===== config.mk =====
export PLATFORM = sky130hd
export DESIGN_NAME = card_number_luhn_classifier
export DESIGN_NICKNAME = d
export VERILOG_FILES = /design/src/cnlc_pkg.sv /design/src/cnlc_bcd_conv.sv /design/src/cnlc_luhn_scan.sv /design/src/card_number_luhn_classifier.sv
export SDC_FILE = /design/constraint.sdc
export NUM_CORES = 1
export LEC_CHECK = 0
export ABC_CLOCK_PERIOD_IN_PS = 3600
export BUFFER_PORTS_ARGS = -buffer_cell sky130_fd_sc_hd__buf_4
export CORE_ASPECT_RATIO = 0.9
export CORE_MARGIN = 2
export CORE_UTILIZATION = 50
export CTS_CLUSTER_SIZE = 25
export DETAILED_ROUTE_END_ITERATION = 7
export GPL_ROUTABILITY_DRIVEN = 0
export PLACE_DENSITY = 0.71
export SETUP_SLACK_MARGIN = 0.4
export SYNTH_ARGS = -nofsm -noshare
export SYNTH_HDL_FRONTEND = slang
export SYNTH_SLANG_ARGS = --single-unit

===== constraint.sdc =====
create_clock -name clk -period 3.6 [get_ports clk]
set_input_delay 0 -clock clk [delete_from_list [all_inputs] [get_ports clk]]
set_output_delay 0 -clock clk [all_outputs]
set_load 0.03 [all_outputs]

===== src/cnlc_pkg.sv =====
// Shared constants, types and the Luhn digit function of the card number classifier.
package cnlc_pkg;

  localparam int IN_W           = 54;
  localparam int IN_PAD_W       = 56;
  localparam int OUT_PAD_W      = 8;
  localparam int MAX_DIGITS_DEF = 17;
  localparam int COUNT_W        = 5;
  localparam int BITCNT_W       = 6;

  typedef enum logic [1:0] {
    CARD_INVALID,
    CARD_AMEX,
    CARD_MASTERCARD,
    CARD_VISA
  } card_type_t;

  typedef enum logic [1:0] {
    ST_IDLE,
    ST_CONV,
    ST_SCAN,
    ST_HOLD
  } state_t;

  typedef struct packed {
    card_type_t         card_type;
    logic               luhn_ok;
    logic [COUNT_W-1:0] digit_count;
  } cnlc_result_t;

  function automatic logic [3:0] luhn_term(input logic [3:0] d, input logic alt);
    logic [4:0] dbl;
    logic [4:0] red;
    dbl = {d, 1'b0};
    red = dbl - 5'd9;
    if (!alt) begin
      luhn_term = d;
    end else if (d >= 4'd5) begin
      luhn_term = red[3:0];
    end else begin
      luhn_term = dbl[3:0];
    end
  endfunction

endpackage


===== src/cnlc_bcd_conv.sv =====
// Bit-serial binary to BCD converter using the shift-and-add-three method.
module cnlc_bcd_conv #(
  parameter int MAX_DIGITS = cnlc_pkg::MAX_DIGITS_DEF
) (
  input  logic                      clk,
  input  logic                      rst,
  input  logic                      start,
  input  logic [cnlc_pkg::IN_W-1:0] number,
  output logic                      done,
  output logic [4*MAX_DIGITS-1:0]   bcd,
  output logic                      overflow
);
  import cnlc_pkg::*;

  localparam int BCD_W = 4 * MAX_DIGITS;

  logic [IN_W-1:0]     sh;
  logic                run;
  logic [BITCNT_W-1:0] cnt;
  logic [BCD_W-1:0]    corr;

  always_comb begin
    for (int i = 0; i < MAX_DIGITS; i++) begin
      if (bcd[4*i +: 4] >= 4'd5) begin
        corr[4*i +: 4] = bcd[4*i +: 4] + 4'd3;
      end else begin
        corr[4*i +: 4] = bcd[4*i +: 4];
      end
    end
  end

  always_ff @(posedge clk) begin
    if (rst) begin
      run  <= 1'b0;
      done <= 1'b0;
      cnt  <= '0;
    end else begin
      done <= !start && run && (cnt == BITCNT_W'(IN_W - 1));
      if (start) begin
        run <= 1'b1;
        cnt <= '0;
      end else if (run) begin
        cnt <= cnt + 1'b1;
        if (cnt == BITCNT_W'(IN_W - 1)) begin
          run <= 1'b0;
        end
      end
    end
  end

  always_ff @(posedge clk) begin
    if (start) begin
      sh       <= number;
      bcd      <= '0;
      overflow <= 1'b0;
    end else if (run) begin
      bcd      <= {corr[BCD_W-2:0], sh[IN_W-1]};
      sh       <= {sh[IN_W-2:0], 1'b0};
      overflow <= overflow | corr[BCD_W-1];
    end
  end

endmodule


===== src/cnlc_luhn_scan.sv =====
// Digit-serial Luhn sum, digit count, prefix capture and issuer classification.
module cnlc_luhn_scan #(
  parameter int MAX_DIGITS = cnlc_pkg::MAX_DIGITS_DEF
) (
  input  logic                       clk,
  input  logic                       rst,
  input  logic                       start,
  input  logic [4*MAX_DIGITS-1:0]    bcd,
  input  logic                       overflow,
  output logic                       done,
  output cnlc_pkg::cnlc_result_t     result
);
  import cnlc_pkg::*;

  localparam int BCD_W = 4 * MAX_DIGITS;

  logic [BCD_W-1:0]   sh;
  logic               run;
  logic               fin;
  logic [COUNT_W-1:0] idx;
  logic [COUNT_W-1:0] cnt;
  logic [3:0]         acc;
  logic [3:0]         d1;
  logic [3:0]         d0;
  logic [3:0]         prev;
  logic               ovf;
  logic [3:0]         dig;
  logic [3:0]         term;
  logic [4:0]         sum;
  logic [3:0]         acc_next;
  cnlc_result_t       result_next;
  logic               amex;
  logic               master;
  logic               visa;

  always_comb begin
    dig  = sh[3:0];
    term = luhn_term(dig, idx[0]);
    sum  = {1'b0, acc} + {1'b0, term};
    if (sum >= 5'd10) begin
      acc_next = 4'(sum - 5'd10);
    end else begin
      acc_next = sum[3:0];
    end
  end

  always_comb begin
    amex   = (cnt == COUNT_W'(15)) && (d1 == 4'd3) && ((d0 == 4'd4) || (d0 == 4'd7));
    master = (cnt == COUNT_W'(16)) && (d1 == 4'd5) && (d0 >= 4'd1) && (d0 <= 4'd5);
    visa   = ((cnt == COUNT_W'(13)) || (cnt == COUNT_W'(16))) && (d1 == 4'd4);
    result_next.luhn_ok     = (acc == 4'd0);
    result_next.digit_count = ovf ? COUNT_W'(MAX_DIGITS) : cnt;
    if (!result_next.luhn_ok || ovf) begin
      result_next.card_type = CARD_INVALID;
    end else if (amex) begin
      result_next.card_type = CARD_AMEX;
    end else if (master) begin
      result_next.card_type = CARD_MASTERCARD;
    end else if (visa) begin
      result_next.card_type = CARD_VISA;
    end else begin
      result_next.card_type = CARD_INVALID;
    end
  end

  always_ff @(posedge clk) begin
    if (rst) begin
      run  <= 1'b0;
      fin  <= 1'b0;
      done <= 1'b0;
      idx  <= '0;
    end else begin
      done <= fin;
      fin  <= !start && run && (idx == COUNT_W'(MAX_DIGITS - 1));
      if (start) begin
        run <= 1'b1;
        idx <= '0;
      end else if (run) begin
        idx <= idx + 1'b1;
        if (idx == COUNT_W'(MAX_DIGITS - 1)) begin
          run <= 1'b0;
        end
      end
    end
  end

  always_ff @(posedge clk) begin
    if (start) begin
      sh   <= bcd;
      ovf  <= overflow;
      acc  <= '0;
      cnt  <= '0;
      d1   <= '0;
      d0   <= '0;
      prev <= '0;
    end else if (run) begin
      sh   <= {4'd0, sh[BCD_W-1:4]};
      acc  <= acc_next;
      prev <= dig;
      if (dig != 4'd0) begin
        cnt <= idx + 1'b1;
        d1  <= dig;
        d0  <= prev;
      end
    end
    if (fin) begin
      result <= result_next;
    end
  end

endmodule


===== src/card_number_luhn_classifier.sv =====
// Top level of the card number classifier: stream ports, sequencing and output register.
//
// Channel   Direction  Transfer                 Payload
// s_axis    in         one card number          tdata[53:0] pan
// m_axis    out        one result per number    tdata[1:0] card_type, [2] luhn_ok,
//                                               [7:3] digit_count
//
// Each number passes from acceptance through the bit-serial BCD conversion and the
// digit-serial scan into the output register, where its result becomes valid.
// One number is in work at a time; a new one is accepted once the previous result
// has reached the output register, even if that result has not yet been taken.
// Reset is synchronous and clears the sequencer and the output valid flag.
module card_number_luhn_classifier #(
  parameter int MAX_DIGITS = cnlc_pkg::MAX_DIGITS_DEF
) (
  input  logic                           clk,
  input  logic                           rst,
  input  logic                           s_axis_tvalid,
  output logic                           s_axis_tready,
  input  logic [cnlc_pkg::IN_PAD_W-1:0]  s_axis_tdata,  // [53:0] pan
  output logic                           m_axis_tvalid,
  input  logic                           m_axis_tready,
  output logic [cnlc_pkg::OUT_PAD_W-1:0] m_axis_tdata   // [1:0] card_type, [2] luhn_ok,
                                                        // [7:3] digit_count
);
  import cnlc_pkg::*;

  state_t                  state;
  state_t                  state_next;
  logic                    accept;
  logic                    conv_done;
  logic [4*MAX_DIGITS-1:0] bcd;
  logic                    overflow;
  logic                    scan_done;
  cnlc_result_t            scan_res;
  cnlc_result_t            out_res;
  logic                    out_free;
  logic                    load_out;

  assign accept   = s_axis_tvalid & s_axis_tready;
  assign out_free = !m_axis_tvalid || m_axis_tready;

  cnlc_bcd_conv #(
    .MAX_DIGITS (MAX_DIGITS)
  ) u_conv (
    .clk      (clk),
    .rst      (rst),
    .start    (accept),
    .number   (s_axis_tdata[IN_W-1:0]),
    .done     (conv_done),
    .bcd      (bcd),
    .overflow (overflow)
  );

  cnlc_luhn_scan #(
    .MAX_DIGITS (MAX_DIGITS)
  ) u_scan (
    .clk      (clk),
    .rst      (rst),
    .start    (conv_done),
    .bcd      (bcd),
    .overflow (overflow),
    .done     (scan_done),
    .result   (scan_res)
  );

  always_comb begin
    state_next = state;
    case (state)
      ST_IDLE: begin
        if (accept) begin
          state_next = ST_CONV;
        end
      end
      ST_CONV: begin
        if (conv_done) begin
          state_next = ST_SCAN;
        end
      end
      ST_SCAN: begin
        if (scan_done) begin
          state_next = out_free ? ST_IDLE : ST_HOLD;
        end
      end
      ST_HOLD: begin
        if (out_free) begin
          state_next = ST_IDLE;
        end
      end
      default: begin
        state_next = ST_IDLE;
      end
    endcase
  end

  always_comb begin
    s_axis_tready = 1'b0;
    load_out      = 1'b0;
    case (state)
      ST_IDLE: begin
        s_axis_tready = 1'b1;
      end
      ST_SCAN: begin
        load_out = scan_done && out_free;
      end
      ST_HOLD: begin
        load_out = out_free;
      end
      default: begin
        s_axis_tready = 1'b0;
      end
    endcase
  end

  always_ff @(posedge clk) begin
    if (rst) begin
      state         <= ST_IDLE;
      m_axis_tvalid <= 1'b0;
    end else begin
      state <= state_next;
      if (load_out) begin
        m_axis_tvalid <= 1'b1;
      end else if (m_axis_tready) begin
        m_axis_tvalid <= 1'b0;
      end
    end
  end

  always_ff @(posedge clk) begin
    if (load_out) begin
      out_res <= scan_res;
    end
  end

  assign m_axis_tdata = {out_res.digit_count, out_res.luhn_ok, out_res.card_type};

endmodule


After elaboration in Yosys (flattened, before gate mapping)
Cells that the tools add are included.
{ "word_totals": {"word_cells": 161, "ff_bits": 248, "out_inout_bits": 10, "inputBits": 60} }
{ "op_classes": {"n_lt_le_gt_ge": 21, "muxes": 43, "n_eq_ne": 17, "n_addsub": 22, "bitwise_logic": 2, "n_reduce_logical": 30} }
{ "op_table": {"columns": ["cell", "count"], "rows": [
  ["two-way mux 68 bit", 2],
  ["two-way mux 54 bit", 2],
  ["two-way mux 4 bit", 20],
  ["greater-or-equal comparator 4 x 3 -> 1 bit, second input constant", 18],
  ["adder 4 x 2 -> 4 bit, second input constant", 17],
  ["equality test 4 x 3 -> 1 bit, second input constant", 4],
  ["two-way mux 2 bit", 7],
  ["logical AND 1 bit", 11],
  ["equality test 5 x 4 -> 1 bit, second input constant", 2],
  ["equality test 5 bit, second input constant", 2],
  ["two-way mux 1 bit", 10],
  ["one-hot mux 2 bit (4 select lines)", 1],
  ["subtractor 4 bit, second input constant", 2],
  ["adder 6 x 1 -> 6 bit, second input constant", 1],
  ["equality test 6 bit, second input constant", 1],
  ["inequality test 2 x 1 -> 1 bit, second input constant", 3],
  ["nonzero test 2 bit", 3],
  ["OR reduction 2 bit", 3],
  ["adder 4 x 4 -> 5 bit", 1],
  ["adder 5 x 1 -> 5 bit, second input constant", 1],
  ["greater-or-equal comparator 5 x 4 -> 1 bit, second input constant", 1],
  ["equality test 2 bit, second input constant", 2],
  ["equality test 4 x 2 -> 1 bit, second input constant", 1],
  ["greater-or-equal comparator 4 x 1 -> 1 bit, second input constant", 1],
  ["13 further kinds", 19]
]} }

Longest topological paths before layout
{ "depth": {"word_depth": 6, "ltp_mapped": 15, "depth_no_buf": 15} }

Cells and area by module
Synthesis repeated with hierarchy kept, for this count alone.
{ "unflattened": {"hier_cells": 1031, "area_unflattened_um2": 11830.1} }
{ "by_module_without_submodules": {"columns": ["mod", "area_per_inst_um2", "n_inst", "cells_each", "seq_area_each_um2"], "rows": [
  ["cnlc_bcd_conv", 6754.0, 1, 664, 3163.0],
  ["cnlc_luhn_scan", 4693.3, 1, 344, 2892.8],
  ["card_number_luhn_classifier", 382.9, 1, 23, 300.3]
]} }

Worst setup path after synthesis
No wires, ideal clock.
{ "synth_timing": {"kind": "register -> register", "start": "reg u_scan.sh[0]", "end": "reg u_scan.acc[1]", "path_stages_with_launch": 16, "t_required_ns": 3.512, "path_buffers": 0, "setup_ns": 0.088, "slack_ns": 0.263, "arrival_ns": 3.249, "path_cell_list": "edfxtp_1 inv_1 ha_1 nand2b_1 a21oi_1 xnor2_1 nand2_1 a21boi_0 fa_1 xnor2_2 inv_1 ha_1 o31ai_1 a311o_1 or3_1 a311oi_2"} }
{ "synth_via": {"elab_chain_len": 6} }
{ "synth_lines": {"columns": ["item", "line_no", "text"], "rows": [
  ["from (decl)", "cnlc_luhn_scan.sv:17", "logic [BCD_W-1:0] sh;"],
  ["from (signal assigned)", "cnlc_luhn_scan.sv:97", "sh <= {4'd0, sh[BCD_W-1:4]};"],
  ["subtractor 4 bit or greater-or-equal comparator 4 x 3 -> 1 bit (tied branches)", "cnlc_pkg.sv:35, cnlc_pkg.sv:38", null],
  ["two-way mux 4 bit", "cnlc_pkg.sv:38", "end else if (d >= 4'd5) begin"],
  ["two-way mux 4 bit *", "cnlc_pkg.sv:36", "if (!alt) begin"],
  ["adder 4 x 4 -> 5 bit *", "cnlc_luhn_scan.sv:39", "sum = {1'b0, acc} + {1'b0, term};"],
  ["subtractor 4 bit or greater-or-equal comparator 5 x 4 -> 1 bit (tied branches)", "cnlc_luhn_scan.sv:41, cnlc_luhn_scan.sv:40", null],
  ["two-way mux 4 bit *", "cnlc_luhn_scan.sv:40", "if (sum >= 5'd10) begin"],
  ["to (signal assigned)", "cnlc_luhn_scan.sv:98", "acc <= acc_next;"],
  ["to (decl)", "cnlc_luhn_scan.sv:22", "logic [3:0] acc;"]
]} }
Every way passes the cells marked *; elsewhere a longest branch is shown, timed or not.
A chain may end at the register's enable or synchronous reset.

Worst setup path after layout
Same ends and word-level chain as after synthesis.

==> flow_metrics.tcl <==
set metrics [dict create \
    r2r_slack_ns 0.39 \
    cp.arrival_ns 3.66 \
    p_total_mw 6.109 \
    holdCritStartpoint "rst" \
    hold_depth 3 \
    crit-reg2reg-capture "u_scan.acc[1]$_SDFFE_PP0P_" \
    syn_nets 1093 \
    grt_first_pass_wirelength_um 36510 \
    ff2ff_path_depth 12 \
    clock_tree.root_cell "clkbuf_16" \
    critical_path.reg2reg.startpoint "u_scan.sh[0]$_DFFE_PP_" \
    layoutNonFillerInstCount 1428 \
    synth_warnings 0 \
    timing.final.crit_share_pct 89.03 \
    fin_ws_ns 0.3948 \
    grt_start_max_net_pins 82 \
    cts-buffers-inserted 25 \
    cellLeakagePower_nw 5.049 \
    maxCapViolCount 0 \
    cts_htree_levels 1 \
    numClockSinks 248 \
    std_cell_rows 52 \
    dp_hpwl_um 12740 \
    design.final.nets 1218 \
    clkLatencyLatePin_ns 0.54 \
    peakVddDrop_mv 0.2994 \
    pre_cts_setup_slack_ns 0.1086 \
    layout-drive-gt1-share_pct 23.25 \
    endpoint_worst_hold "u_conv.run$_SDFF_PP0_" \
    clock_tree_from_tritoncts "built" \
    sequence_of_cells_on_the_critical_path "ha_2, nand2b_4, a21oi_4, xnor2_2, nand2_1, a21boi_4, fa_2, ha_4, o31ai_1, a311o_1, or3_1, a311oi_2" \
    detail_route.wl_per_cell_um 15.66 \
    yosys_most_used_dff "edfxtp_1" \
    tightest_slew_ns 0.9890 \
    drt-initial-drc-count 492 \
    critPathLaunch "u_scan.sh[0]$_DFFE_PP_" \
    setup_total_negative_slack_ns 0 \
    areaGrowthSynthToFinish_pct 20.00 \
    setup_repair_after_global_routing_missed_its_margin "true" \
    finalWorstPathRequiredPeriod_ns 3.205 \
    num_vias 7515 \
    timing.hold.worst.class "in -> reg" \
    worst_path_fanout_max 4 \
    clock.fmax_mhz 312.0 \
    synthesis.area_um2 11450 \
    vias_in_the_first_global_route 7295 \
    core_region_area_um2 22510 \
    startpoint_type "register" \
    crit_path_max_incr_delay_ns 0.61 \
    first_pass_iters 4 \
    synthesis.instances 987 \
    die_x_um 163.5 \
    timing.final.setup_violations 0 \
    async_flop_share_pct 0 \
    final_antenna_diode_count 0 \
    synth_edf_count 139 \
    max-slew-margin-rel_pct 34.07 \
    initial_standard_cell_utilization_of_the_core_pct 50.88 \
    maxSlewViolCount 0 \
    fin_skew_ns 0.02241 \
    critical-path-slowest-cell "fa_2" \
    worst_path_dominant_cell_family "compound AO/OA/AOI/OAI gates" \
    initial_antenna_violation_count 0 \
    outcome "finished, final reports clean" \
    drt_wl_total_um 22360 \
    final-hold-violation-count 0 \
    setup_crit_path_kind "reg -> reg" \
    synth.lib_cells_used.distinct 50 \
    syn_avg_cell_area_um2 11.61 \
    share_of_the_yosys_chip_area_belonging_to_registers_pct 55.49 \
    ios 70 \
    clockBufferDepth 3 \
    pwr_density_cell_nw_per_um2 444.5 \
    critical_path_required_time_ns 4.06 \
    track_usage_pct 18.43 \
    post_dr_vias_cell 5.263 \
    endpoint_kind "register" \
    place.port_buffers 67 \
    clk_pin_slew_ns 0.07 \
    route.antenna.remaining_nets 0 \
    design.die.area_um2 24140 \
    critPathBufInv 0 \
    yosys_register_bits 248 \
    detail_route.drc_violations 0 \
    placedCellCount 1314 \
    grt_remaining_overflow 0 \
    layout.core_utilization_pct 61.06 \
    die_height_um 147.6 \
]
timing repair:
action,in CTS,in global routing
hold buffers,57,0
resized for setup,12,4
endpoints found under the setup margin,2,3
pin swaps,9,9
setup buffers,11,0
hold endpoints to repair,66,0
cell usage in the layout (no fill, tap or decap), drive strengths merged, types with 35 or more instances in the layout:
cell type | Yosys | layout
nor2 | 62 | 62
nand2 | 81 | 81
edfxtp | 139 | 139
clkbuf | 28 | 35
buf | 17 | 86
o21ai | 41 | 41
dfxtp | 109 | 109
nand3 | 36 | 36
inv | 45 | 46
dlygate4sd3 | 0 | 57
ha | 45 | 45
mux2 | 118 | 118
xnor2 | 40 | 40
a21oi | 68 | 68
worst register-to-register path: stages, from the launching register on:
cell and delay (ns):
edfxtp_1 0.43, ha_2 0.21, nand2b_4 0.15, a21oi_4 0.21
xnor2_2 0.13, nand2_1 0.08, a21boi_4 0.17, fa_2 0.62
ha_4 0.16, o31ai_1 0.07, a311o_1 0.34, or3_1 0.34
a311oi_2 0.23
synthesized netlist by cell type (19+ instances only):
| cell type | count | area share, % |
|---|---|---|
| a21oi_1 | 68 | 3.0 |
| clkbuf_1 | 28 | 0.92 |
| xnor2_1 | 39 | 3.0 |
| mux2i_1 | 30 | 2.6 |
| inv_1 | 45 | 1.5 |
| nand2_1 | 81 | 2.7 |
| dfxtp_1 | 109 | 19 |
| nand2b_1 | 22 | 1.2 |
| o21ai_0 | 40 | 1.7 |
| nand3_1 | 36 | 1.6 |
| o211ai_1 | 19 | 1.2 |
| ha_1 | 45 | 4.9 |
| nor2_1 | 62 | 2.0 |
| mux2_2 | 118 | 12 |
| edfxtp_1 | 139 | 36 |
layout make-up:
type / instances / area (um2)
Timing Repair Buffer: 143 / 1229
Sequential cell: 248 / 6364
Fill cell: 1767 / 8766
Clock buffer: 35 / 683.2
Multi-Input combinational cell: 648 / 4831
Clock inverter: 11 / 95.09
Tap cell: 297 / 371.6
Inverter: 46 / 172.7
kinds of logic (layout without fill, tap and decap cells):
logic type                 Yosys count  count (layout)  share of synthesized area, %
AOI/OAI and AO/OA                  160             160                         8.247
and+or+nand+nor                    245             245                         10.06
buffers and inverters               91             235                         3.080
xor gates and xnor gates            49              49                         3.812
muxes                              148             148                         14.22
DFF                                248             248                         55.49
adders and majority gates           46              46                         5.090
through the flow:
stage | hold WS [ns] | instance area, um2
after floorplan | 0.2210 | 11460
after global placement | 0.2788 | 12240
after detailed placement | 0.2820 | 12240
after CTS | 0.2691 | 13730
after global routing | 0.2969 | 13750
final | 0.2797 | 13750
routing by layer:
layer	vias to the layer above	share of wire [%]	GRT usage, %
li1	3755	-	-
met1	3581	46	24.82
met2	143	47	31.41
met3	36	4.2	2.862
met4	0	2.2	4.430
met5	-	0	0
how the worst max path moves through the flow:
stage,to,slack [ns],cells after the start
2_1_floorplan,u_scan.acc[1]$_SDFFE_PP0P_,0.42,15
3_3_place_gp,u_scan.acc[1]$_SDFFE_PP0P_,0.26,15
3_5_place_dp,u_scan.acc[1]$_SDFFE_PP0P_,0.11,15
4_1_cts,u_scan.acc[1]$_SDFFE_PP0P_,0.38,13
5_1_grt,u_scan.acc[1]$_SDFFE_PP0P_,0.27,14
6_report,u_scan.acc[1]$_SDFFE_PP0P_,0.39,12
registers in the layout, summed over array words and instances, names as in the netlist, 5 cells and up:
register and flops:
u_scan.idx 5, u_scan.result 8, u_scan.cnt 5, u_scan.sh 68, u_conv.sh 54, u_conv.cnt 6
u_conv.bcd 68, m_axis_tdata 8
report_power, final:
part | switching [mW] | total (mW) | internal (mW)
Sequential | 0.0570 | 3.16 | 3.10
Clock | 1.07 | 2.47 | 1.40
Combinational | 0.226 | 0.478 | 0.252
Note: power is estimated with default switching activity, not from simulation.
